File: src/rtl/pdlb_pkg.sv
// pdlb_pkg: shared types, constants and sizes for the prefill/decode load balancer.
// Depends on nothing; every rtl file imports it.
`default_nettype none
package pdlb_pkg;

  // Pool and queue sizes
  localparam int PREFILL_PEERS = 32;
  localparam int DECODE_PEERS  = 64;
  localparam int QUEUE_DEPTH   = 256;
  localparam int PREDICT_DEPTH = 4;

  // Field widths
  localparam int CMD_W  = 3;
  localparam int TAG_W  = 16;
  localparam int LEN_W  = 32;
  localparam int TS_W   = 40;
  localparam int PEER_W = 6;
  localparam int TOK_W  = 32;
  localparam int COST_W = 48;
  localparam int ACT_W  = 16;
  localparam int COSTX_W = COST_W + 1;

  // Decode load is tokens times four plus the placed lengths
  localparam int LOAD_SHIFT = 2;
  localparam int LOAD_W     = COST_W + LOAD_SHIFT + 1;

  // Counts and indexes
  localparam int PCNT_W = $clog2(PREFILL_PEERS + 1);
  localparam int DCNT_W = $clog2(DECODE_PEERS + 1);
  localparam int QCNT_W = $clog2(QUEUE_DEPTH + 1);
  localparam int PIDX_W = (PREFILL_PEERS > 1) ? $clog2(PREFILL_PEERS) : 1;
  localparam int DIDX_W = (DECODE_PEERS > 1) ? $clog2(DECODE_PEERS) : 1;
  localparam int PT_W   = (PIDX_W > PEER_W) ? PIDX_W : PEER_W;
  localparam int DT_W   = (DIDX_W > PEER_W) ? DIDX_W : PEER_W;
  localparam int NLEN   = PREDICT_DEPTH + 1;
  localparam int K_W    = $clog2(NLEN);

  // Commands
  localparam logic [CMD_W-1:0] CMD_PF_ASSIGN  = 3'd0;
  localparam logic [CMD_W-1:0] CMD_PF_RELEASE = 3'd1;
  localparam logic [CMD_W-1:0] CMD_D_ASSIGN   = 3'd2;
  localparam logic [CMD_W-1:0] CMD_D_TOKENS   = 3'd3;
  localparam logic [CMD_W-1:0] CMD_D_RELEASE  = 3'd4;

  // Configuration register indexes
  localparam logic [1:0] CFG_PF_PEERS  = 2'd0;
  localparam logic [1:0] CFG_D_PEERS   = 2'd1;
  localparam logic [1:0] CFG_D_LIMIT   = 2'd2;

  typedef struct packed {
    logic [CMD_W-1:0]  command;
    logic [TAG_W-1:0]  request_tag;
    logic [LEN_W-1:0]  job_length;
    logic [TS_W-1:0]   now_ms;
    logic [PEER_W-1:0] peer;
    logic [TOK_W-1:0]  token_count;
  } req_t;

  typedef struct packed {
    logic [PEER_W-1:0] chosen_peer;
    logic              queue_accepted;
    logic              tag_found;
  } rsp_t;

  // Queue entry and control
  typedef struct packed {
    logic [TAG_W-1:0] tag;
    logic [LEN_W-1:0] len;
    logic [TS_W-1:0]  ts;
  } qent_t;

  typedef struct packed {
    logic              insert;
    logic [QCNT_W-1:0] count;
    logic [TAG_W-1:0]  tag;
    logic [LEN_W-1:0]  len;
    logic [TS_W-1:0]   now;
  } qctl_t;

  typedef struct packed {
    logic valid;
    logic found;
  } qtok_t;

  // Prefill cells
  typedef struct packed {
    logic              add;
    logic              sub;
    logic [PT_W-1:0]   target;
    logic [LEN_W-1:0]  amount;
  } pop_t;

  typedef struct packed {
    logic              valid;
    logic              have;
    logic [PT_W-1:0]   idx;
    logic [COST_W-1:0] cost;
  } pscan_t;

  // Decode cells
  typedef enum logic [2:0] {
    DOP_NONE    = 3'd0,
    DOP_TOKENS  = 3'd1,
    DOP_RELEASE = 3'd2,
    DOP_INIT    = 3'd3,
    DOP_ADD     = 3'd4,
    DOP_BUMP    = 3'd5
  } dop_code_t;

  typedef struct packed {
    dop_code_t         code;
    logic [DT_W-1:0]   target;
    logic [TOK_W-1:0]  amount;
  } dop_t;

  typedef struct packed {
    logic              valid;
    logic              ok;
    logic [DT_W-1:0]   pick;
    logic [LOAD_W-1:0] pick_load;
    logic [DT_W-1:0]   any;
    logic [LOAD_W-1:0] any_load;
  } dscan_t;

endpackage
`default_nettype wire

File: src/rtl/pdlb_qcell.sv
// pdlb_qcell: one slot of the time-ordered prefill queue.
// Depends on pdlb_pkg; shifts right on insert, left during a removal sweep.
`default_nettype none
module pdlb_qcell import pdlb_pkg::*; (
  input  logic              clk,
  input  logic              rst,
  input  logic [QCNT_W-1:0] index,
  input  qctl_t             ctl,
  input  qent_t             left,
  input  logic              left_gt,
  input  qent_t             right,
  input  qtok_t             rm_in,
  output qent_t             ent,
  output logic              gt,
  output qtok_t             rm_out
);

  logic in_range;
  logic match;

  always_comb begin
    in_range = index < ctl.count;
    gt       = in_range && (ent.ts > ctl.now);
    match    = rm_in.found || (in_range && (ent.tag == ctl.tag));
  end

  // Payload: no reset
  always_ff @(posedge clk) begin
    if (ctl.insert) begin
      if (left_gt) begin
        ent <= left;
      end else if ((index <= ctl.count) && (!in_range || (ent.ts > ctl.now))) begin
        ent <= '{tag: ctl.tag, len: ctl.len, ts: ctl.now};
      end
    end else if (rm_in.valid && match) begin
      ent <= right;
    end
  end

  always_ff @(posedge clk) begin
    if (rst) begin
      rm_out <= '0;
    end else begin
      rm_out.valid <= rm_in.valid;
      rm_out.found <= rm_in.valid && match;
    end
  end

endmodule
`default_nettype wire

File: config.mk
export PLATFORM = sky130hd
export DESIGN_NAME = pdlb_qcell
export DESIGN_NICKNAME = d
export VERILOG_FILES = /design/src/rtl/pdlb_pkg.sv /design/src/rtl/pdlb_qcell.sv
export SDC_FILE = /design/constraint.sdc
export NUM_CORES = 1
export LEC_CHECK = 0
export ABC_AREA = 1
export BUFFER_PORTS_ARGS = -buffer_cell sky130_fd_sc_hd__buf_2
export CAP_MARGIN = 15
export CORE_AREA = 2 2 148 150
export CTS_CLUSTER_DIAMETER = 50
export DETAILED_ROUTE_END_ITERATION = 8
export DIE_AREA = 0 0 150 152
export PLACE_DENSITY = 0.61
export RECOVER_POWER = 100
export SLEW_MARGIN = 20
export SYNTH_ARGS = -nofsm -noshare
export SYNTH_HDL_FRONTEND = slang
export SYNTH_SLANG_ARGS = --single-unit
File: constraint.sdc
create_clock -name clk -period 5.02 [get_ports clk]
set_input_delay 0.502 -clock clk [delete_from_list [all_inputs] [get_ports clk]]
set_output_delay 0.502 -clock clk [all_outputs]
set_load 0.005 [all_outputs]
==> impl_metrics.csv <==
group,metric,value,unit
sta,slew_headroom,-62.1,%
sta,setup_violations,0,
synth,synthXorXnorAreaFrac,2.30,%
pwr,seq_power_share,44.1,%
floorplanning,die_area,0.0228,mm2
critical_path,crit_type,"input pin to register",
floorplanning,die_y,152,um
clock_network,cts.sinks,90,
synth,synth_edf_count,88,
grt,antenna_found_initial,1,
route,drc,0,
final_layout,register_area,0.00268,mm2
sta,rsz0062_at_grt,"false",
grt,grt_first_pass_wirelength,33.0,mm
critical_path,worst_ep_arrival_time,3.77,ns
synth,netlist_top_cells_count,"nand2_1, o21ai_0, nor2_1, edfxtp_1, inv_1",
synth,synth_top_area_share,43.5,%
grt,grt_use_met3,5.32,%
run_status,violations,"max-capacitance violations, max-slew violations",
grt,grt-busiest-layer,"met2",
synth,synth-main-ff-cell,"edfxtp_1",
critical_path,crit_end,"ent[64]$_DFFE_PP_",
route,drt-vias-per-instance,4.61,
synth,postSynth.asyncResetShare,0,%
pwr,total_leakage_power,3.98,nW
clock_network,htreeDepth,3,
critical_path,reg2reg_to,"ent[36]$_DFFE_PP_",
route,via_count,6477,
route,drt-initial-drc-count,365,
pwr,p_per_area,260,mW/mm2
floorplanning,die_w,150,um
synth,synth.most_common_cell,"nand2_1",
sta,hold_violations,0,
synth,synthMuxAreaShare,0,%
placement,dp_hpwl,16.4,mm
synth,yosysSeqAreaShare,44.1,%
run_status,status,"finished, violations left",
synth,synthDistinctLibCells,28,
final_layout,final_layout_size_suffix_gt1_share,29.5,%
grt,grt_util_met2,32.9,%
clock_network,postCtsSetupBuffers,0,
synth,synth_compound_area_share,16.5,%
critical_path,crit_top_cell,"clkbuf_1",
grt,first_global_vias,6375,
sta,skew,0.0136,ns
critical_path,required,5.21,ns
floorplanning,start_util,28.5,%
route,antenna_left,0,
final_layout,multi_input_area,0.00295,mm2
synth,yosysWarnings,0,
clock_network,cts_buffer_depth,2,
floorplanning,row_count,54,
placement,portBuffers,378,
sta,setup_tns,0,ns
critical_path,slowest_stage,"clkbuf_1",
grt,grt_use_total,18.6,%
pwr,clockPowerShare,32.4,%
pwr,irDropWorstVdd,0.000197,V
sta,tightest_slew,2.43,ns
route,drt_first_pass_iters,5,
sta,final.period_utilization,71.3,%
clock_network,cts_buffers,9,
sta,fin_crit,3.58,ns
synth,synth_cells,763,
final_layout,nFillCells,2331,
clock_network,postCtsHoldBufs,0,
clock_network,clk_pin_slew,0.07,ns
grt,grt_start_max_net_pins,89,
pwr,swShare,29.6,%
job,drv_cap,3,
placement,pre_cts_ws,1.78,ns
synth,synth_top_family_by_area,"simple AND/OR/NAND/NOR gates",
sta,whs,0.336,ns
clock_network,cts-root-buf,"clkbuf_16",
synth,syn_area,0.00608,mm2
final_layout,antenna-diode-count,0,
critical_path,timing.rr.start,"ent[39]$_DFFE_PP_",
critical_path,crit_fanout,53,
pwr,pwr-share-comb,23.5,%
final_layout,area_growth,37.9,%
synth,syn-num-nets,1100,
critical_path,end_kind,"register",
floorplanning,ioPinCount,379,
floorplanning,fp.coreArea,0.0214,mm2
final_layout,final_nets,1456,
grt,gr-total-overflow,0,
sta,fmax,279,MHz
min_path,hp-class,"input pin to register",
synth,yosysTopAreaCell,"edfxtp_1",
critical_path,cp_cell_sequence,"clkbuf_1 -> clkinvlp_2 -> clkbuf_1 -> nand2_1 -> o21ai_0",
placement,place.gp.congestion,0.834,
route,wl_per_cell,15.2,um
sta,layout_setup_ws,1.44,ns
critical_path,r2r_slack,2.19,ns
pwr,p_int,0.00153,W
grt,groute.layer.met1.usage,21.4,%
sta,final_max_slew_viol_count,105,
critical_path,worst-r2r-cell-count,13,
synth,avgSynthCellArea,7.97,um2
clock_network,cts.repair.resized,0,
synth,yosys.area_share.adder,10.1,%
route,finalWirelength,21.4,mm
pwr,p_switching,0.000645,W
synth,synth_seq_cells,90,
clock_network,clock_latency,0.35,ns
synth,synth.area.top_cells,"edfxtp_1, o21ai_0, ha_1, nand2_1, nor2_1",
critical_path,slowest_delay,1.78,ns
critical_path,startpoint,"ctl[97]",
critical_path,critPathLaunchType,"input pin",
synth,synthSimpleGateAreaFrac,19.6,%
clock_network,cts_tree,"built",
## metal layers
| layer | up-vias | part of all wire (%) | wire (um) |
|---|---|---|---|
| li1 | 3253 | - | - |
| met1 | 2907 | 39 | 8370 |
| met2 | 274 | 50 | 10700 |
| met3 | 41 | 8.1 | 1730 |
| met4 | 2 | 2.7 | 567 |
| met5 | - | 0.075 | 16 |
## cells by family (layout without fill, tap and decap cells)
kind of cell               count (synthesis)  count (layout)
xor gates and xnor gates                  16              16
and+or+nand+nor                          297             297
adders and majority gates                 49              49
buffers and inverters                    112             473
AOI/OAI and AO/OA                        199             199
DFF                                       90              90
## state kept, by name, indices dropped and copies added (netlist names)
signal	flops
ent	88
rm_out	2
## final cells by class
type                       count  area share (%)
clock inverter                 6           0.881
inverter                      74            3.42
clock buffer                  10            2.73
sequential                    90            32.0
tap                          280            4.18
multi-input combinational    561            35.1
timing repair buffer         383            21.6
## cells in the final DEF, fill, tap and decap left out, types with 9 or more instances in the layout
cell         n
nand2_1    158
clkbuf_1    87
xor2_1      12
o21ai_0    172
edfxtp_1    88
nor2_1     114
buf_2      295
clkbuf_16    9
ha_1        49
inv_1       70
a21oi_1     18
## power groups by stage
stage	Sequential, W	Clock, W	Combinational (W)
3_5_place_dp	0.000976	0	0.000540
2_1_floorplan	0.000984	0	0.000249
3_3_place_gp	0.000974	0	0.000533
4_1_cts	0.000961	0.000734	0.000542
6_report	0.000961	0.000705	0.000512
5_1_grt	0.000971	0.000758	0.000590
## worst min-delay path by stage
| stage | from | end | slack, ns | depth (start not counted) |
|---|---|---|---|---|
| after floorplan | rst | rm_out[1]$_SDFF_PP0_ | 0.57 | 1 |
| after global placement | rst | rm_out[1]$_SDFF_PP0_ | 0.69 | 2 |
| after detailed placement | rst | rm_out[1]$_SDFF_PP0_ | 0.69 | 2 |
| after CTS | rst | rm_out[1]$_SDFF_PP0_ | 0.32 | 2 |
| after global routing | rst | rm_out[1]$_SDFF_PP0_ | 0.32 | 2 |
| final | rst | rm_out[1]$_SDFF_PP0_ | 0.34 | 2 |
## critical path: cells and delay by family
| kind | cells | cell delay (ns) |
|---|---|---|
| compound gates | 1 | 0.20 |
| simple gates | 1 | 0.26 |
| buf+inv | 3 | 2.74 |
## stage by stage
stage                     util, %  instance area (um2)  power, W  instances
after floorplan                 -                 6080   0.00123        763
after global placement       38.4                 8190   0.00151       1388
after detailed placement     38.4                 8190   0.00152       1388
after CTS                    39.8                 8500   0.00224       1404
after global routing         39.3                 8380   0.00232       1404
final                        39.3                 8380   0.00218       1404
Power figures use the tool's default switching activity.
