$ cat config.mk
export PLATFORM = sky130hd
export DESIGN_NAME = pdlb_dcell
export DESIGN_NICKNAME = d
export VERILOG_FILES = /design/src/rtl/pdlb_pkg.sv /design/src/rtl/pdlb_dcell.sv
export SDC_FILE = /design/constraint.sdc
export NUM_CORES = 1
export LEC_CHECK = 0
export BUFFER_PORTS_ARGS = -buffer_cell sky130_fd_sc_hd__buf_2
export CELL_PAD_IN_SITES_DETAIL_PLACEMENT = 1
export CELL_PAD_IN_SITES_GLOBAL_PLACEMENT = 2
export CORE_UTILIZATION = 32
export CTS_BUF_LIST = sky130_fd_sc_hd__clkbuf_4
export CTS_CLUSTER_SIZE = 10
export DETAILED_ROUTE_END_ITERATION = 10
export GPL_ROUTABILITY_DRIVEN = 1
export GPL_TIMING_DRIVEN = 1
export PLACE_DENSITY = 0.88
export SYNTH_ARGS = -nofsm -noshare
export SYNTH_HDL_FRONTEND = slang
export SYNTH_SLANG_ARGS = --single-unit
$ cat constraint.sdc
create_clock -name clk -period 5.2 [get_ports clk]
set_input_delay 0.78 -clock clk [delete_from_list [all_inputs] [get_ports clk]]
set_output_delay 0.78 -clock clk [all_outputs]
set_load 0.1 [all_outputs]
$ cat src/rtl/pdlb_pkg.sv
// pdlb_pkg: shared types, constants and sizes for the prefill/decode load balancer.
// Depends on nothing; every rtl file imports it.
`default_nettype none
package pdlb_pkg;

  // Pool and queue sizes
  localparam int PREFILL_PEERS = 32;
  localparam int DECODE_PEERS  = 64;
  localparam int QUEUE_DEPTH   = 256;
  localparam int PREDICT_DEPTH = 4;

  // Field widths
  localparam int CMD_W  = 3;
  localparam int TAG_W  = 16;
  localparam int LEN_W  = 32;
  localparam int TS_W   = 40;
  localparam int PEER_W = 6;
  localparam int TOK_W  = 32;
  localparam int COST_W = 48;
  localparam int ACT_W  = 16;
  localparam int COSTX_W = COST_W + 1;

  // Decode load is tokens times four plus the placed lengths
  localparam int LOAD_SHIFT = 2;
  localparam int LOAD_W     = COST_W + LOAD_SHIFT + 1;

  // Counts and indexes
  localparam int PCNT_W = $clog2(PREFILL_PEERS + 1);
  localparam int DCNT_W = $clog2(DECODE_PEERS + 1);
  localparam int QCNT_W = $clog2(QUEUE_DEPTH + 1);
  localparam int PIDX_W = (PREFILL_PEERS > 1) ? $clog2(PREFILL_PEERS) : 1;
  localparam int DIDX_W = (DECODE_PEERS > 1) ? $clog2(DECODE_PEERS) : 1;
  localparam int PT_W   = (PIDX_W > PEER_W) ? PIDX_W : PEER_W;
  localparam int DT_W   = (DIDX_W > PEER_W) ? DIDX_W : PEER_W;
  localparam int NLEN   = PREDICT_DEPTH + 1;
  localparam int K_W    = $clog2(NLEN);

  // Commands
  localparam logic [CMD_W-1:0] CMD_PF_ASSIGN  = 3'd0;
  localparam logic [CMD_W-1:0] CMD_PF_RELEASE = 3'd1;
  localparam logic [CMD_W-1:0] CMD_D_ASSIGN   = 3'd2;
  localparam logic [CMD_W-1:0] CMD_D_TOKENS   = 3'd3;
  localparam logic [CMD_W-1:0] CMD_D_RELEASE  = 3'd4;

  // Configuration register indexes
  localparam logic [1:0] CFG_PF_PEERS  = 2'd0;
  localparam logic [1:0] CFG_D_PEERS   = 2'd1;
  localparam logic [1:0] CFG_D_LIMIT   = 2'd2;

  typedef struct packed {
    logic [CMD_W-1:0]  command;
    logic [TAG_W-1:0]  request_tag;
    logic [LEN_W-1:0]  job_length;
    logic [TS_W-1:0]   now_ms;
    logic [PEER_W-1:0] peer;
    logic [TOK_W-1:0]  token_count;
  } req_t;

  typedef struct packed {
    logic [PEER_W-1:0] chosen_peer;
    logic              queue_accepted;
    logic              tag_found;
  } rsp_t;

  // Queue entry and control
  typedef struct packed {
    logic [TAG_W-1:0] tag;
    logic [LEN_W-1:0] len;
    logic [TS_W-1:0]  ts;
  } qent_t;

  typedef struct packed {
    logic              insert;
    logic [QCNT_W-1:0] count;
    logic [TAG_W-1:0]  tag;
    logic [LEN_W-1:0]  len;
    logic [TS_W-1:0]   now;
  } qctl_t;

  typedef struct packed {
    logic valid;
    logic found;
  } qtok_t;

  // Prefill cells
  typedef struct packed {
    logic              add;
    logic              sub;
    logic [PT_W-1:0]   target;
    logic [LEN_W-1:0]  amount;
  } pop_t;

  typedef struct packed {
    logic              valid;
    logic              have;
    logic [PT_W-1:0]   idx;
    logic [COST_W-1:0] cost;
  } pscan_t;

  // Decode cells
  typedef enum logic [2:0] {
    DOP_NONE    = 3'd0,
    DOP_TOKENS  = 3'd1,
    DOP_RELEASE = 3'd2,
    DOP_INIT    = 3'd3,
    DOP_ADD     = 3'd4,
    DOP_BUMP    = 3'd5
  } dop_code_t;

  typedef struct packed {
    dop_code_t         code;
    logic [DT_W-1:0]   target;
    logic [TOK_W-1:0]  amount;
  } dop_t;

  typedef struct packed {
    logic              valid;
    logic              ok;
    logic [DT_W-1:0]   pick;
    logic [LOAD_W-1:0] pick_load;
    logic [DT_W-1:0]   any;
    logic [LOAD_W-1:0] any_load;
  } dscan_t;

endpackage
`default_nettype wire

$ cat src/rtl/pdlb_dcell.sv
// pdlb_dcell: one decode server's token total, active count and trial load.
// Depends on pdlb_pkg; holds one stage of the least-load scan.
`default_nettype none
module pdlb_dcell import pdlb_pkg::*; (
  input  logic              clk,
  input  logic              rst,
  input  logic [DT_W-1:0]   index,
  input  logic [DCNT_W-1:0] count,
  input  logic [ACT_W-1:0]  limit,
  input  dop_t              op,
  input  dscan_t            scan_in,
  output dscan_t            scan_out
);

  logic [COST_W-1:0]  tokens;
  logic [ACT_W-1:0]   active;
  logic [LOAD_W-1:0]  load;
  logic [COST_W-1:0]  amt;
  logic [COSTX_W-1:0] sum;
  logic               hit;
  logic               in_range;
  dscan_t             scan_next;

  always_comb begin
    amt       = COST_W'(op.amount);
    hit       = op.target == index;
    sum       = {1'b0, tokens} + {1'b0, amt};
    in_range  = index < count;
    scan_next = scan_in;
    if (scan_in.valid && in_range) begin
      if ((active <= limit) && (!scan_in.ok || (load < scan_in.pick_load))) begin
        scan_next.ok        = 1'b1;
        scan_next.pick      = index;
        scan_next.pick_load = load;
      end
      // Server zero seeds the fallback choice
      if ((index == '0) || (load < scan_in.any_load)) begin
        scan_next.any      = index;
        scan_next.any_load = load;
      end
    end
  end

  always_ff @(posedge clk) begin
    if (rst) begin
      tokens   <= '0;
      active   <= '0;
      scan_out <= '0;
    end else begin
      scan_out <= scan_next;
      case (op.code)
        DOP_TOKENS: begin
          if (hit) tokens <= sum[COST_W] ? '1 : sum[COST_W-1:0];
        end
        DOP_RELEASE: begin
          if (hit) begin
            if (active != '0) active <= active - 1'b1;
            tokens <= (tokens > amt) ? tokens - amt : '0;
          end
        end
        DOP_BUMP: begin
          if (hit && (active != '1)) active <= active + 1'b1;
        end
        default: ;
      endcase
    end
  end

  // Trial load: payload, rebuilt from the token total at the start of each decode assign
  always_ff @(posedge clk) begin
    case (op.code)
      DOP_INIT: load <= {1'b0, tokens, {LOAD_SHIFT{1'b0}}};
      DOP_ADD:  if (hit) load <= load + LOAD_W'(op.amount);
      default:  ;
    endcase
  end

endmodule
`default_nettype wire

==> results.md <==
Run status:
- The flow ran to the end, and the final reports show no timing, DRC or antenna violations.

Place:
- The quantity of I/O buffers inserted on ports is 303.
- The half-perimeter wire length after placement is ~60000 microns.
- Once placement completed, the tool counted placed cells totaling approximately 3.5k.
- The congestion estimate from routability-driven global placement came to between 0.9 and 1.

Route:
- The pre-antenna-repair detailed-routing pass consisted of 5 iterations.
- For this block, the via count after detailed routing is 20.06k.
- The final layout contains routed wiring with a total length of approximately 80000 microns.
- The violation count after the first detailed-routing iteration is between 1k and 1.5k.
- In the routed design, unresolved DRC markers number 0.
- The count of nets left with antenna violations once routing finished came out at 0.
- The post-detailed-route wirelength per cell is approximately 22 microns.
- The via density per instance is 5.573.

Logic synthesis:
- Among all flip-flop cells after synthesis, the most frequent one is sky130_fd_sc_hd__dfxtp_1.
- Synthesis inferred around 230 register bits.
- The largest total area in the synthesized netlist belongs to sky130_fd_sc_hd__dfxtp_1.
- The cell count after synthesis came out at 2463.
- The average footprint of a synthesized cell is a little under 8 sq um.
- The count of cell types in the netlist is 100.
- The proportion of synthesized flip-flops having asynchronous set or reset is 0%.
- The share of the synthesized area in the top cell type is around 18%.
- For this run, the register share of the synthesized area comes to between 20% and 30%.
- The synthesized netlist net count is 2886.
- After synthesis the cells add up to between 0.015 and 0.02 sq mm.
- The number of synthesis warnings is 0.
- The number of synthesized flops with an enable pin is 51.
- After synthesis, the cell types taking the most area are sky130_fd_sc_hd__dfxtp_1 (18%), sky130_fd_sc_hd__ha_1 (15%), sky130_fd_sc_hd__edfxtp_1 (7.8%), sky130_fd_sc_hd__mux2i_1 (6.0%), sky130_fd_sc_hd__nand2_1 (5.0%).

Setup path:
- The worst setup path is captured at a register.
- Data on the critical path is required at its endpoint by approximately 5900 ps.
- For the worst setup path, the data arrival time is slightly below 5000 ps.
- The type of element launching the critical path is a register.
- The highest fanout seen on the critical path is 22.
- The critical path is of the register to register type.

CTS:
- The H-tree was split into 3 levels.
- The number of buffers inserted for hold repair after clock tree synthesis is 0.
- Buffers inserted during clock tree synthesis total 75.
- The number of buffers on the longest clock path is 3.
- Clock-pin slew was measured on the worst setup and hold paths at 70 ps.
- TritonCTS built the clock tree.
- The count of instances resized after the clock tree is built is 0.
- After clock tree synthesis, the setup repair step added 0 buffers.
- In this run the clock root is driven by a sky130_fd_sc_hd__clkbuf_4.
- The clock insertion delay at the later pin of the skew report is ~830 ps.
- The number of sinks driven by the clock tree is 231.

Die:
- The area of the die is between 0.06 and 0.07 sq mm.
- Measured along the y axis, the die boundary spans approximately 250 microns.
- Pin placement for this block handled 304 I/O pins.
- Once the floorplan was initialized, standard cells occupied 32.37% of the core.
- After floorplanning, the core was sized to cover between 0.06 and 0.07 sq mm.
- The floorplan has 90 rows.
- The width of the die is roughly 250 microns.

STA:
- Clock skew on the completed layout was measured at about 73 ps.
- At the pin with the least slew margin, the transition time is approximately 1100 ps.
- The number of pins exceeding their max-slew limit in the final report is 0.
- In the finished design, the share of the clock period the worst path needs comes to 79.70%.
- Timing would allow up to ~240 MHz.
- The total count of hold-check failures in the final report is 0.
- Setup repair after global routing left no endpoint under its margin.
- Setup total negative slack on the finished layout was measured at 0 ps.
- The worst pin sits at a relative slew slack of 29.80%.
- The smallest clock period supported by the final layout is computed as 4144 ps.
- The number of setup violations in the final report is 0.

Layout:
- The area occupied by multi-input gates is around 0.013 sq mm.
- The share of layout cells above drive strength 1 is 17.99%.
- The growth of design area from synthesis to finish is 16.64%.
- The filler cell count in the final layout is about 7.5k.
- Summing all flip-flop and latch instances after layout gives a little over 0.005 sq mm.
- Excluding fillers, the count of instances in the completed layout stands at ~3.6k.
- The final layout contains around 3.2k nets.

Power:
- The post-layout total power is roughly 5.5 mW.
- Across the VDD grid, the largest voltage drop is roughly 0.15 mV.
- In this run the power density over the cells is about 240 mW/mm^2.
- The standby leakage power is roughly 11 nW.

Global route:
- The total grt overflow is 0.
- The via count of the first global-routing pass is 20.76k.
- The global-route wire length before repair is approximately 120000 microns.
- The total global routing track utilization is between 20% and 30%.
- The number of antenna violations at the first check in global routing is 13.
- The largest net degree at the start of global routing is 94.

Hold path:
- The min-delay analysis places its worst path in the category primary input to register.

Run:
- Max-cap violations in this run came to 0.
## layout by cell type, fill, tap and decap left out, types with 21 or more instances in the layout
cell / n
sky130_fd_sc_hd__a21o_1: 79
sky130_fd_sc_hd__a21oi_1: 183
sky130_fd_sc_hd__a31oi_1: 31
sky130_fd_sc_hd__buf_2: 302
sky130_fd_sc_hd__buf_4: 36
sky130_fd_sc_hd__clkbuf_4: 106
sky130_fd_sc_hd__dfxtp_1: 180
sky130_fd_sc_hd__edfxtp_1: 51
sky130_fd_sc_hd__ha_1: 231
sky130_fd_sc_hd__inv_1: 201
sky130_fd_sc_hd__mux2i_1: 117
sky130_fd_sc_hd__nand2_1: 258
sky130_fd_sc_hd__nand3_1: 36
sky130_fd_sc_hd__nand4_1: 41
sky130_fd_sc_hd__nor2_1: 212
sky130_fd_sc_hd__nor2b_1: 27
sky130_fd_sc_hd__nor3_1: 55
sky130_fd_sc_hd__nor4_1: 25
sky130_fd_sc_hd__o211ai_1: 30
sky130_fd_sc_hd__o21a_1: 22
sky130_fd_sc_hd__o21ai_0: 142
sky130_fd_sc_hd__o21ai_1: 26
sky130_fd_sc_hd__o21bai_1: 21
sky130_fd_sc_hd__xnor2_1: 36
sky130_fd_sc_hd__xor2_1: 37
## layer usage
layer | up-vias | wire [microns] | share of wire, % | GRT usage (%)
li1 | 9492 | - | - | -
met3 | 167 | 4778 | 6.1 | 4.253
met1 | 9776 | 34610 | 44 | 31.43
met2 | 620 | 35720 | 46 | 40.38
met4 | 4 | 3129 | 4.0 | 11.83
met5 | - | 29 | 0.037 | 0
## stage by stage
step / util (%) / instance area (sq um) / worst slack [ps] / hold slack, ps
5_1_grt: 37.76 / 22790 / 765.4 / 198.4
6_report: 37.76 / 22790 / 1056 / 212.5
4_1_cts: 37.72 / 22760 / 1113 / 119.4
3_3_place_gp: 36.07 / 21770 / 742.6 / 494.4
2_1_floorplan: - / 19540 / 947.6 / 465.1
3_5_place_dp: 36.07 / 21770 / 596.5 / 513.6
## area by class of cell
type	count	area share [%]
inverter	205	3.387
clock inverter	29	0.8784
tap	782	4.293
multi-input combinational	1898	57.49
antenna	10	0.1098
sequential	231	22.53
clock buffer	106	3.492
timing repair buffer	338	7.818
## registers in the layout (all words and copies together), names as in the netlist
| name | cells |
|---|---|
| scan_out | 116 |
| load | 51 |
| tokens | 48 |
| active | 16 |
## critical path, stage by stage (launching register included)
cell and delay, ps:
sky130_fd_sc_hd__dfxtp_1 390, sky130_fd_sc_hd__ha_1 620, sky130_fd_sc_hd__nand4_1 320, sky130_fd_sc_hd__nor4_1 620
sky130_fd_sc_hd__nand2_1 140, sky130_fd_sc_hd__o211a_1 260, sky130_fd_sc_hd__nor2_1 700, sky130_fd_sc_hd__buf_4 480
sky130_fd_sc_hd__o21ai_0 190, sky130_fd_sc_hd__nand2_1 100, sky130_fd_sc_hd__nor3_1 50, sky130_fd_sc_hd__nor3_1 170
## Yosys cell counts, drive strengths merged, types with 21 or more instances
library cell,instances
nand2,260
nor2,213
nor2b,27
nor3,57
inv,205
xor2,37
o21bai,21
ha,231
dfxtp,180
mux2i,117
nand3,36
nor4,29
a21o,79
o21ai,171
o21a,22
a211oi,23
xnor2,36
clkbuf,88
and3,21
a31oi,31
nand4,41
o211ai,30
buf,41
edfxtp,51
a21oi,183
## report_power, final
group / internal [mW] / switching [mW] / leakage (nW)
clock network: 1.09 / 0.967 / 0.584
registers: 1.92 / 0.0522 / 1.96
logic: 0.400 / 1.09 / 8.39
## kinds of logic (layout without fill, tap and decap cells)
logic type	Yosys count	in the layout	share of synthesized area (%)
compound gates	710	710	23.91
xor+xnor	73	73	3.272
fa+ha+maj	235	235	15.20
buf+inv	334	678	6.929
flops	231	231	26.28
mux	118	118	6.051
other cells	0	10	0
simple gates	762	762	18.35
## final timing paths
check | start | slack (ps) | depth (start not counted) | endpoint
min reg2reg | tokens[28] | 530 | 2 | tokens[28]
max | tokens[30] | 1060 | 11 | tokens[36]
max reg2reg | tokens[30] | 1060 | 11 | tokens[36]
min | scan_in[61] | 210 | 3 | scan_out[61]
Note: power is estimated with default switching activity, not from simulation.
