File: config.mk
export PLATFORM = sky130hd
export DESIGN_NAME = pdlb_pcell
export DESIGN_NICKNAME = d
export VERILOG_FILES = /design/src/rtl/pdlb_pkg.sv /design/src/rtl/pdlb_pcell.sv
export SDC_FILE = /design/constraint.sdc
export NUM_CORES = 1
export LEC_CHECK = 0
export ABC_AREA = 1
export BUFFER_PORTS_ARGS = -buffer_cell sky130_fd_sc_hd__buf_2
export CORE_ASPECT_RATIO = 1.1
export CORE_MARGIN = 2
export CORE_UTILIZATION = 55
export DETAILED_ROUTE_END_ITERATION = 10
export PLACE_DENSITY = 0.79
export SLEW_MARGIN = 40
export SYNTH_ARGS = -nofsm -noshare
export SYNTH_HDL_FRONTEND = slang
export SYNTH_SLANG_ARGS = --single-unit
File: constraint.sdc
create_clock -name clk -period 2.3 [get_ports clk]
set_input_delay 0.345 -clock clk [delete_from_list [all_inputs] [get_ports clk]]
set_output_delay 0.345 -clock clk [all_outputs]
set_load 0.1 [all_outputs]
File: src/rtl/pdlb_pkg.sv
// pdlb_pkg: shared types, constants and sizes for the prefill/decode load balancer.
// Depends on nothing; every rtl file imports it.
`default_nettype none
package pdlb_pkg;

  // Pool and queue sizes
  localparam int PREFILL_PEERS = 32;
  localparam int DECODE_PEERS  = 64;
  localparam int QUEUE_DEPTH   = 256;
  localparam int PREDICT_DEPTH = 4;

  // Field widths
  localparam int CMD_W  = 3;
  localparam int TAG_W  = 16;
  localparam int LEN_W  = 32;
  localparam int TS_W   = 40;
  localparam int PEER_W = 6;
  localparam int TOK_W  = 32;
  localparam int COST_W = 48;
  localparam int ACT_W  = 16;
  localparam int COSTX_W = COST_W + 1;

  // Decode load is tokens times four plus the placed lengths
  localparam int LOAD_SHIFT = 2;
  localparam int LOAD_W     = COST_W + LOAD_SHIFT + 1;

  // Counts and indexes
  localparam int PCNT_W = $clog2(PREFILL_PEERS + 1);
  localparam int DCNT_W = $clog2(DECODE_PEERS + 1);
  localparam int QCNT_W = $clog2(QUEUE_DEPTH + 1);
  localparam int PIDX_W = (PREFILL_PEERS > 1) ? $clog2(PREFILL_PEERS) : 1;
  localparam int DIDX_W = (DECODE_PEERS > 1) ? $clog2(DECODE_PEERS) : 1;
  localparam int PT_W   = (PIDX_W > PEER_W) ? PIDX_W : PEER_W;
  localparam int DT_W   = (DIDX_W > PEER_W) ? DIDX_W : PEER_W;
  localparam int NLEN   = PREDICT_DEPTH + 1;
  localparam int K_W    = $clog2(NLEN);

  // Commands
  localparam logic [CMD_W-1:0] CMD_PF_ASSIGN  = 3'd0;
  localparam logic [CMD_W-1:0] CMD_PF_RELEASE = 3'd1;
  localparam logic [CMD_W-1:0] CMD_D_ASSIGN   = 3'd2;
  localparam logic [CMD_W-1:0] CMD_D_TOKENS   = 3'd3;
  localparam logic [CMD_W-1:0] CMD_D_RELEASE  = 3'd4;

  // Configuration register indexes
  localparam logic [1:0] CFG_PF_PEERS  = 2'd0;
  localparam logic [1:0] CFG_D_PEERS   = 2'd1;
  localparam logic [1:0] CFG_D_LIMIT   = 2'd2;

  typedef struct packed {
    logic [CMD_W-1:0]  command;
    logic [TAG_W-1:0]  request_tag;
    logic [LEN_W-1:0]  job_length;
    logic [TS_W-1:0]   now_ms;
    logic [PEER_W-1:0] peer;
    logic [TOK_W-1:0]  token_count;
  } req_t;

  typedef struct packed {
    logic [PEER_W-1:0] chosen_peer;
    logic              queue_accepted;
    logic              tag_found;
  } rsp_t;

  // Queue entry and control
  typedef struct packed {
    logic [TAG_W-1:0] tag;
    logic [LEN_W-1:0] len;
    logic [TS_W-1:0]  ts;
  } qent_t;

  typedef struct packed {
    logic              insert;
    logic [QCNT_W-1:0] count;
    logic [TAG_W-1:0]  tag;
    logic [LEN_W-1:0]  len;
    logic [TS_W-1:0]   now;
  } qctl_t;

  typedef struct packed {
    logic valid;
    logic found;
  } qtok_t;

  // Prefill cells
  typedef struct packed {
    logic              add;
    logic              sub;
    logic [PT_W-1:0]   target;
    logic [LEN_W-1:0]  amount;
  } pop_t;

  typedef struct packed {
    logic              valid;
    logic              have;
    logic [PT_W-1:0]   idx;
    logic [COST_W-1:0] cost;
  } pscan_t;

  // Decode cells
  typedef enum logic [2:0] {
    DOP_NONE    = 3'd0,
    DOP_TOKENS  = 3'd1,
    DOP_RELEASE = 3'd2,
    DOP_INIT    = 3'd3,
    DOP_ADD     = 3'd4,
    DOP_BUMP    = 3'd5
  } dop_code_t;

  typedef struct packed {
    dop_code_t         code;
    logic [DT_W-1:0]   target;
    logic [TOK_W-1:0]  amount;
  } dop_t;

  typedef struct packed {
    logic              valid;
    logic              ok;
    logic [DT_W-1:0]   pick;
    logic [LOAD_W-1:0] pick_load;
    logic [DT_W-1:0]   any;
    logic [LOAD_W-1:0] any_load;
  } dscan_t;

endpackage
`default_nettype wire

File: src/rtl/pdlb_pcell.sv
// pdlb_pcell: one prefill server's accumulated cost and its stage of the min scan.
// Depends on pdlb_pkg.
`default_nettype none
module pdlb_pcell import pdlb_pkg::*; (
  input  logic              clk,
  input  logic              rst,
  input  logic [PT_W-1:0]   index,
  input  logic [PCNT_W-1:0] count,
  input  pop_t              op,
  input  pscan_t            scan_in,
  output pscan_t            scan_out
);

  logic [COST_W-1:0]  cost;
  logic [COST_W-1:0]  amt;
  logic [COSTX_W-1:0] sum;
  logic               hit;
  pscan_t             scan_next;

  always_comb begin
    amt       = COST_W'(op.amount);
    hit       = op.target == index;
    sum       = {1'b0, cost} + {1'b0, amt};
    scan_next = scan_in;
    // Strictly smaller wins, so the lowest index keeps ties
    if (scan_in.valid && (index < count) && (!scan_in.have || (cost < scan_in.cost))) begin
      scan_next.have = 1'b1;
      scan_next.idx  = index;
      scan_next.cost = cost;
    end
  end

  always_ff @(posedge clk) begin
    if (rst) begin
      cost     <= '0;
      scan_out <= '0;
    end else begin
      scan_out <= scan_next;
      if (op.add && hit) begin
        cost <= sum[COST_W] ? '1 : sum[COST_W-1:0];
      end else if (op.sub && hit) begin
        cost <= (cost > amt) ? cost - amt : '0;
      end
    end
  end

endmodule
`default_nettype wire

==> qor.yml, run 1 <==
outcome:
  status: "stopped before the end"
  stop_stage: "global routing (5_1_grt)"
  error_line: "[ERROR GRT-0232] Routing congestion too high. Check the congestion heatmap in the GUI."
yosys:
  netlist.area_leader.share_pct: 18.91
  synth_ff_type: "dfxtp_1"
  synthAdderAreaFrac_pct: 11.65
  syn_inst: 2281
  synth_top_cell_by_area: "nand2_1"
  synth_mux_area_share_pct: 0
  synth_edf_count: 0
  yosysMostFrequentCell: "nand2_1"
  synth_top_family_by_area: "simple AND/OR/NAND/NOR gates"
  synth_common_cells: "nand2_1, inv_1, nor2_1"
  synth-xor-area-share_pct: 3.079
  syn-num-nets: 2509
  synthesis.area_sq_um: 12800
  yosysUniqueCellTypes: 50
  ys_ff_latch: 104
  synth_compound_area_share_pct: 13.36
  yosys_warnings: 0
  ys_seq_area_share_pct: 16.26
  async_flop_share_pct: 0
  synth.area.top_cells: "nand2_1, dfxtp_1, inv_1, ha_1, nor2_1"
  synthSimpleGateAreaFrac_pct: 39.93
  syn_area_per_cell_sq_um: 5.612
placement:
  postPlaceCellArea_sq_um: 16590
  portBuffers: 165
  gp_congestion: 1.104
  dpl.hpwl_microns: 46320
  placed_cells: 3053
clock_tree:
  clock-sinks: 104
  cts_buffers: 9
  cts_buffer_depth: 2
  clock-root-buffer: "clkbuf_16"
  cts-htree-levels: 3
global_route:
  track_usage_pct: 75.84
  grt_max_degree: 55
  overflow: 22
floorplan:
  start_util_pct: 56.00
  io-pin-count: 166
  die_h_microns: 164.0
  placementRows: 58
  fp.dieW_microns: 149.5
timing:
  worstEndpointGrtRepair: "scan_out[23]$_SDFF_PP0_/D"
  worstEpCategory: "register data pin"
## metal layers
layer / track usage [%] / overflow
met1: 75.14 / 2
met4: 73.51 / 6
met5: 34.38 / 0
met3: 64.47 / 1
met2: 90.51 / 13
## cell families after synthesis
kind of cell,Yosys count
compound gates,322
xor+xnor,45
fa+ha+maj,118
buf+inv,485
flops,104
simple gates,1207
## metrics by stage
stage | TNS [ns] | setup WS [ns]
CTS | -0.06865 | -0.04328
detailed placement | -26.45 | -0.3611
global placement | -19.11 | -0.3115
floorplan | 0 | 0.03322
## what timing repair did
item | in CTS
buffers inserted | 15
cloned | 4
pin swaps | 16
hold endpoints to repair | 0
resized for setup | 177
hold buffers | 0
setup endpoints to repair | 101
==> run 2, diff against run 1 <==
--- a/config.mk
+++ b/config.mk
@@ -7,11 +7,10 @@
 export LEC_CHECK = 0
 export ABC_AREA = 1
 export BUFFER_PORTS_ARGS = -buffer_cell sky130_fd_sc_hd__buf_2
-export CORE_ASPECT_RATIO = 1.1
 export CORE_MARGIN = 2
-export CORE_UTILIZATION = 55
+export CORE_UTILIZATION = 40
 export DETAILED_ROUTE_END_ITERATION = 10
-export PLACE_DENSITY = 0.79
+export PLACE_DENSITY_LB_ADDON = 0.15
 export SLEW_MARGIN = 40
 export SYNTH_ARGS = -nofsm -noshare
 export SYNTH_HDL_FRONTEND = slang
==> constraint.sdc (replaced) <==
create_clock -name clk -period 2.99 [get_ports clk]
set_input_delay 0.4485 -clock clk [delete_from_list [all_inputs] [get_ports clk]]
set_output_delay 0.4485 -clock clk [all_outputs]
set_load 0.1 [all_outputs]
==> qor.yml, run 2 <==
global_route:
  track_usage_pct: 32.36
  grt_pass1_wl_microns: 81140
  grt_pass1_vias: 13920
  grt_max_degree: 67
  grt_antenna_before_repair: 0
  overflow: 0
yosys:
  yosysUniqueCellTypes: 50  # unchanged
  syn_area_per_cell_sq_um: 5.612  # unchanged
  synth_edf_count: 0  # unchanged
  synth_top_cell_by_area: "nand2_1"
  synth.area.top_cells: "nand2_1, dfxtp_1, inv_1, ha_1, nor2_1"
  ys_seq_area_share_pct: 16.26  # unchanged
  netlist.area_leader.share_pct: 18.91  # unchanged
  synth_ff_type: "dfxtp_1"
  async_flop_share_pct: 0  # unchanged
  syn_inst: 2281  # unchanged
  yosysMostFrequentCell: "nand2_1"
  synthesis.area_sq_um: 12800  # unchanged
  yosys_warnings: 0  # unchanged
  ys_ff_latch: 104  # unchanged
  synth_common_cells: "nand2_1, inv_1, nor2_1"
  syn-num-nets: 2509  # unchanged
worst_setup_path:
  cpMostUsedCell: "nand2_1"
  required_ns: 3.27
  slowest_stage: "fa_1"
  arrival_ns: 3.13
  cp_slowest_stage_delay_ns: 0.49
  critPathCaptureType: "flip-flop"
  startpoint_type: "flip-flop"
  crit_fanout: 4
  cp_top_family: "simple AND/OR/NAND/NOR gates"
  critical_path_buf_inv_count: 2
  path_cells: "buf_4 -> ha_1 -> fa_1 -> nand2_1 -> nand3_2 -> nand2_1 -> nand2_1 -> nand2_1 -> nand3_1 -> nand2_1 -> nand4_1 -> nand3_1 -> nand3_1 -> nand2_1 -> inv_1"
  crit_type: "flip-flop to flip-flop"
clock_tree:
  cts_tree: "done"
  cts-htree-levels: 3  # unchanged
  cts_buffer_depth: 2  # unchanged
  clk_pin_slew_ns: 0.09
  post_cts_resized: 0  # -100%
  holdBufCountCts: 0  # unchanged
  clk_latency_ns: 0.39
  clock-root-buffer: "clkbuf_16"
  postCtsSetupBuffers: 0  # -15
  clock-sinks: 104  # unchanged
  cts_buffers: 9  # unchanged
timing:
  fmax_ghz: 0.3507
  period_share_pct: 95.35
  drv_slew: 0
  worst_hold_slack_ns: 0.2881
  hold_violations: 0
  fin_worst_skew_ns: 0.01913
  slew-limit-headroom_pct: 52.27
  worst_pin_slew_ns: 0.7151
  finalCriticalPeriod_ns: 2.851
  fin_setup_tns_ns: 0
  finalSetupViolCount: 0
  rsz0062_at_grt: "no"
min_path:
  hp-class: "primary input to flip-flop"
detailed_routing:
  first_pass_iters: 6
  viasPerCell: 5.224
  routed_wl_microns: 54620
  vias: 15100
  ant_nets: 0
  drt_iter0_markers: 1275
  wl_per_cell_microns: 18.89
  drc_errors: 0
placement:
  portBuffers: 165  # unchanged
  postPlaceCellArea_sq_um: 14550  # -12%
  dpl.hpwl_microns: 45120  # -2.6%
  gp_congestion: 1.089  # -1.4%
power_and_ir_drop:
  p_sw_share_pct: 44.00
  power_density_nw_per_um2: 325.9
  vdd_drop_max_mv: 0.2660
  seq_power_share_pct: 31.0
  internal_power_mw: 2.717
  p_clk_share_pct: 28.2
  combPwrFrac_pct: 40.7
  p_leak_nw: 8.517
  p_switching_mw: 2.134
final_layout:
  final_util_pct: 47.17
  diodes: 0
  largestRegisters: "scan_out x56, cost x48"
  final_layout_size_suffix_gt1_share_pct: 14.46
  multi_input_area_sq_um: 8740
  fill_cells: 3533
  final_cell_mix: "nand2_1, inv_1, nor2_1"
  fin_nets: 2712
  largest-register: "scan_out"
  fin_area_sq_um: 14880
  syn2layout_area_growth_pct: 16.27
  seq_area_sq_um: 2083
  largest_register_ffs: 56
  mostFrequentLayoutCell: "nand2_1"
floorplan:
  io-pin-count: 166  # unchanged
  core_area_sq_um: 31560
  die_h_microns: 182.9  # +12%
  dieArea_sq_um: 33450
  placementRows: 65  # +12%
  start_util_pct: 40.57  # -15 points
  fp.dieW_microns: 182.9  # +22%
outcome:
  status: "complete, no violations"
flow_run:
  cap_violations: 0
-- run 2: cell counts after synthesis --
No cell type changed its count.
-- run 2: cell type report --
class	count	area share (%)
repair buffers	276	11.65
clock buffers	11	1.698
well taps	402	3.379
flip-flops and latches	104	14.00
inverters	401	10.15
clock inverters	5	0.4119
multi-input cells	1692	58.72
-- run 2: per-layer routing --
layer	global-route usage, %	vias up	wire length (microns)
li1	-	7516	-
met1	43.81	6827	24560
met2	48.12	653	22140
met3	8.558	107	5494
met4	14.40	0	2433
met5	0	-	0
-- run 2: cell families (layout without fill, tap and decap cells) --
logic type	after synthesis	in the layout	share of synthesized area [%]
AO/OA/AOI/OAI	322	322	13.36
XOR/XNOR	45	45	3.079
adder cells (fa/ha/maj)	118	118	11.65
buffers and inverters	485	693	15.72
flip-flops	104	104	16.26
AND/OR/NAND/NOR	1207	1207	39.93
-- run 2: per-stage QoR --
| step | instances | worst slack [ns] | total power [mW] |
|---|---|---|---|
| after floorplan | 2281 | 0.6197 | 2.941 |
| after global placement | 2875 | -0.03172 | 3.474 |
| after detailed placement | 2875 | -0.03667 | 3.479 |
| after CTS | 2891 | 0.07456 | 4.851 |
| after global routing | 2891 | 0.01513 | 5.087 |
| final | 2891 | 0.1389 | 4.851 |
-- run 2: final timing paths --
| path | startpoint | endpoint | slack [ns] | depth (start not counted) |
|---|---|---|---|---|
| setup / recovery | cost[0] | cost[30] | 0.14 | 15 |
| setup reg to reg | cost[0] | cost[30] | 0.14 | 15 |
| hold / removal | scan_in[49] | scan_out[49] | 0.29 | 3 |
| hold reg to reg | cost[26] | cost[26] | 0.62 | 2 |
-- run 2: power by group through the flow --
stage | sequential [mW] | clock (mW) | combinational (mW)
after global routing | 1.51 | 1.44 | 2.13
after floorplan | 2.03 | 0 | 0.914
after global placement | 1.54 | 0 | 1.94
final | 1.51 | 1.37 | 1.98
after CTS | 1.51 | 1.40 | 1.95
after detailed placement | 1.54 | 0 | 1.94
-- run 2: worst min-delay path: cells and delay by family --
kind / cells / cell delay [ns]
buffers and inverters: 1 / 0.08
and+or+nand+nor: 1 / 0.08
AOI/OAI and AO/OA: 1 / 0.03
No activity file was read; power rests on OpenSTA's default activity.
==> run 3, diff against run 2 <==
--- a/config.mk
+++ b/config.mk
@@ -7,6 +7,7 @@
 export LEC_CHECK = 0
 export ABC_AREA = 1
 export BUFFER_PORTS_ARGS = -buffer_cell sky130_fd_sc_hd__buf_2
+export CORE_ASPECT_RATIO = 2
 export CORE_MARGIN = 2
 export CORE_UTILIZATION = 40
 export DETAILED_ROUTE_END_ITERATION = 10
==> qor.yml, run 3 (synthesis gave the netlist of run 2 again) <==
placement:
  gp_congestion: 1.056  # -3.0%
  post-place-ws_ns: 0.08192  # +0.1186 ns
  portBuffers: 165  # unchanged
  dpl.hpwl_microns: 51060  # +13%
final_layout:
  diodes: 0  # unchanged
  largest-register: "scan_out"
  largestRegisters: "scan_out x56, cost x48"
  largest_register_ffs: 56  # unchanged
  final_cell_mix: "nand2_1, inv_1, nor2_1"
  final_layout_size_suffix_gt1_share_pct: 15.63  # +1.2 points
  mostFrequentLayoutCell: "nand2_1"
  syn2layout_area_growth_pct: 19.16
  fin_nets: 2751  # +1.4%
  fill_cells: 3539  # +0.17%
floorplan:
  fp.dieW_microns: 130.5  # -29%
  dieArea_sq_um: 33540  # +0.26%
  start_util_pct: 40.59  # about the same
  io-pin-count: 166  # unchanged
  core_area_sq_um: 31540  # about the same
  placementRows: 92  # +42%
  die_h_microns: 257.0  # +41%
detailed_routing:
  drt_iter0_markers: 1023  # -20%
  viasPerCell: 5.218  # -0.13%
  vias: 15400  # +1.9%
  first_pass_iters: 5  # -1
  ant_nets: 0  # unchanged
  routed_wl_microns: 60830  # +11%
  drc_errors: 0  # unchanged
  wl_per_cell_microns: 20.61  # +9.1%
worst_setup_path:
  crit_fanout: 7  # +3
  crit_type: "flip-flop to flip-flop"
  rrSetupSlack_ns: 0.19  # +0.05 ns
  critPathCaptureType: "flip-flop"
  arrival_ns: 3.10  # -0.03 ns
  startpoint: "cost[13]"
  worstReg2RegStart: "cost[13]"
  required_ns: 3.30  # +0.03 ns
  startpoint_type: "flip-flop"
clock_tree:
  clk_pin_slew_ns: 0.09  # about the same
  clock-sinks: 104  # unchanged
  cts_tree: "done"
  postCtsSetupBuffers: 0  # unchanged
  cts_buffer_depth: 2  # unchanged
  clk_latency_ns: 0.40  # about the same
  clock-root-buffer: "clkbuf_16"
  cts_buffers: 9  # unchanged
  post_cts_resized: 0  # unchanged
  cts-htree-levels: 3  # unchanged
  holdBufCountCts: 0  # unchanged
flow_run:
  cap_violations: 0  # unchanged
global_route:
  grt_max_degree: 61  # -9.0%
  overflow: 0  # unchanged
  track_usage_pct: 36.13  # +3.8 points
  grt_antenna_before_repair: 0  # unchanged
  grt_pass1_vias: 14850  # +6.7%
  grt_pass1_wl_microns: 88150  # +8.6%
timing:
  drv_slew: 0  # unchanged
  finalSetupViolCount: 0  # unchanged
  hold_violations: 0  # unchanged
  fin_worst_skew_ns: 0.01796  # -0.001169 ns
  rsz0062_at_grt: "no"
  fmax_ghz: 0.3575  # +1.9%
  worst_pin_slew_ns: 0.5972  # -0.1179 ns
  fin_setup_tns_ns: 0  # unchanged
  timing.final.ws_setup_ns: 0.1930  # +0.05411 ns
  finalCriticalPeriod_ns: 2.797  # -0.05411 ns
  slew-limit-headroom_pct: 60.04  # +7.8 points
  period_share_pct: 93.54  # -1.8 points
outcome:
  status: "complete, no violations"
power_and_ir_drop:
  p_leak_nw: 8.724  # +2.4%
  vdd_drop_max_mv: 0.3637  # +37%
  power_density_nw_per_um2: 330.2  # +1.3%
min_path:
  hold_start: "scan_in[52]"
  hp-class: "primary input to flip-flop"
==> run 3: power breakdown <==
part	internal [mW]	leakage, nW	switching (mW)
sequential	1.47	0.854	0.0398
clock	0.677	0.156	0.733
combinational	0.619	7.71	1.50
total	2.76	8.72	2.27
==> run 3: path summary, 6_finish.rpt <==
check	endpoint	depth (start not counted)
max	cost[30]	11
min	scan_out[52]	3
max reg2reg	cost[30]	11
min reg2reg	cost[0]	2
==> run 3: per-layer routing <==
layer  vias up  global-route usage (%)  wire length, microns
met2       556                   63.40                 30270
met5         -                       0                     0
met3       227                   4.470                  2758
met4         0                   36.91                  7736
met1      7003                   34.17                 20070
li1       7611                       -                     -
==> run 3: worst max-delay path, stage by stage (launching register included) <==
cell	delay (ns)
dfxtp_1	0.34
ha_1	0.43
o21ai_0	0.24
a21oi_1	0.46
nand3_1	0.44
buf_4	0.30
nand2_1	0.08
nand4_1	0.11
nand3_1	0.12
nand3_1	0.09
nand2_1	0.06
inv_1	0.04
==> run 3: stage by stage <==
step                      std cells  instance area [sq um]  hold WS [ns]  utilization [%]  total power [mW]
after floorplan                2281                  12800        0.5309                -             2.941
after global placement         2935                  14940        0.5750            47.35             3.636
after detailed placement       2935                  14940        0.5760            47.35             3.640
after CTS                      2951                  15250        0.2562            48.36             5.044
after global routing           2951                  15250        0.2752            48.36             5.248
final                          2951                  15250        0.2617            48.36             5.036
==> run 3: cell type report <==
| cell class | count | area (sq um) | share of cell area (%) |
|---|---|---|---|
| inverter | 401 | 1510 | 9.901 |
| clock inverter | 7 | 92.59 | 0.6070 |
| timing repair buffer | 315 | 2090 | 13.70 |
| clock buffer | 9 | 225.2 | 1.476 |
| sequential | 104 | 2082 | 13.65 |
| tap | 423 | 529.3 | 3.470 |
| multi-input combinational | 1692 | 8725 | 57.20 |
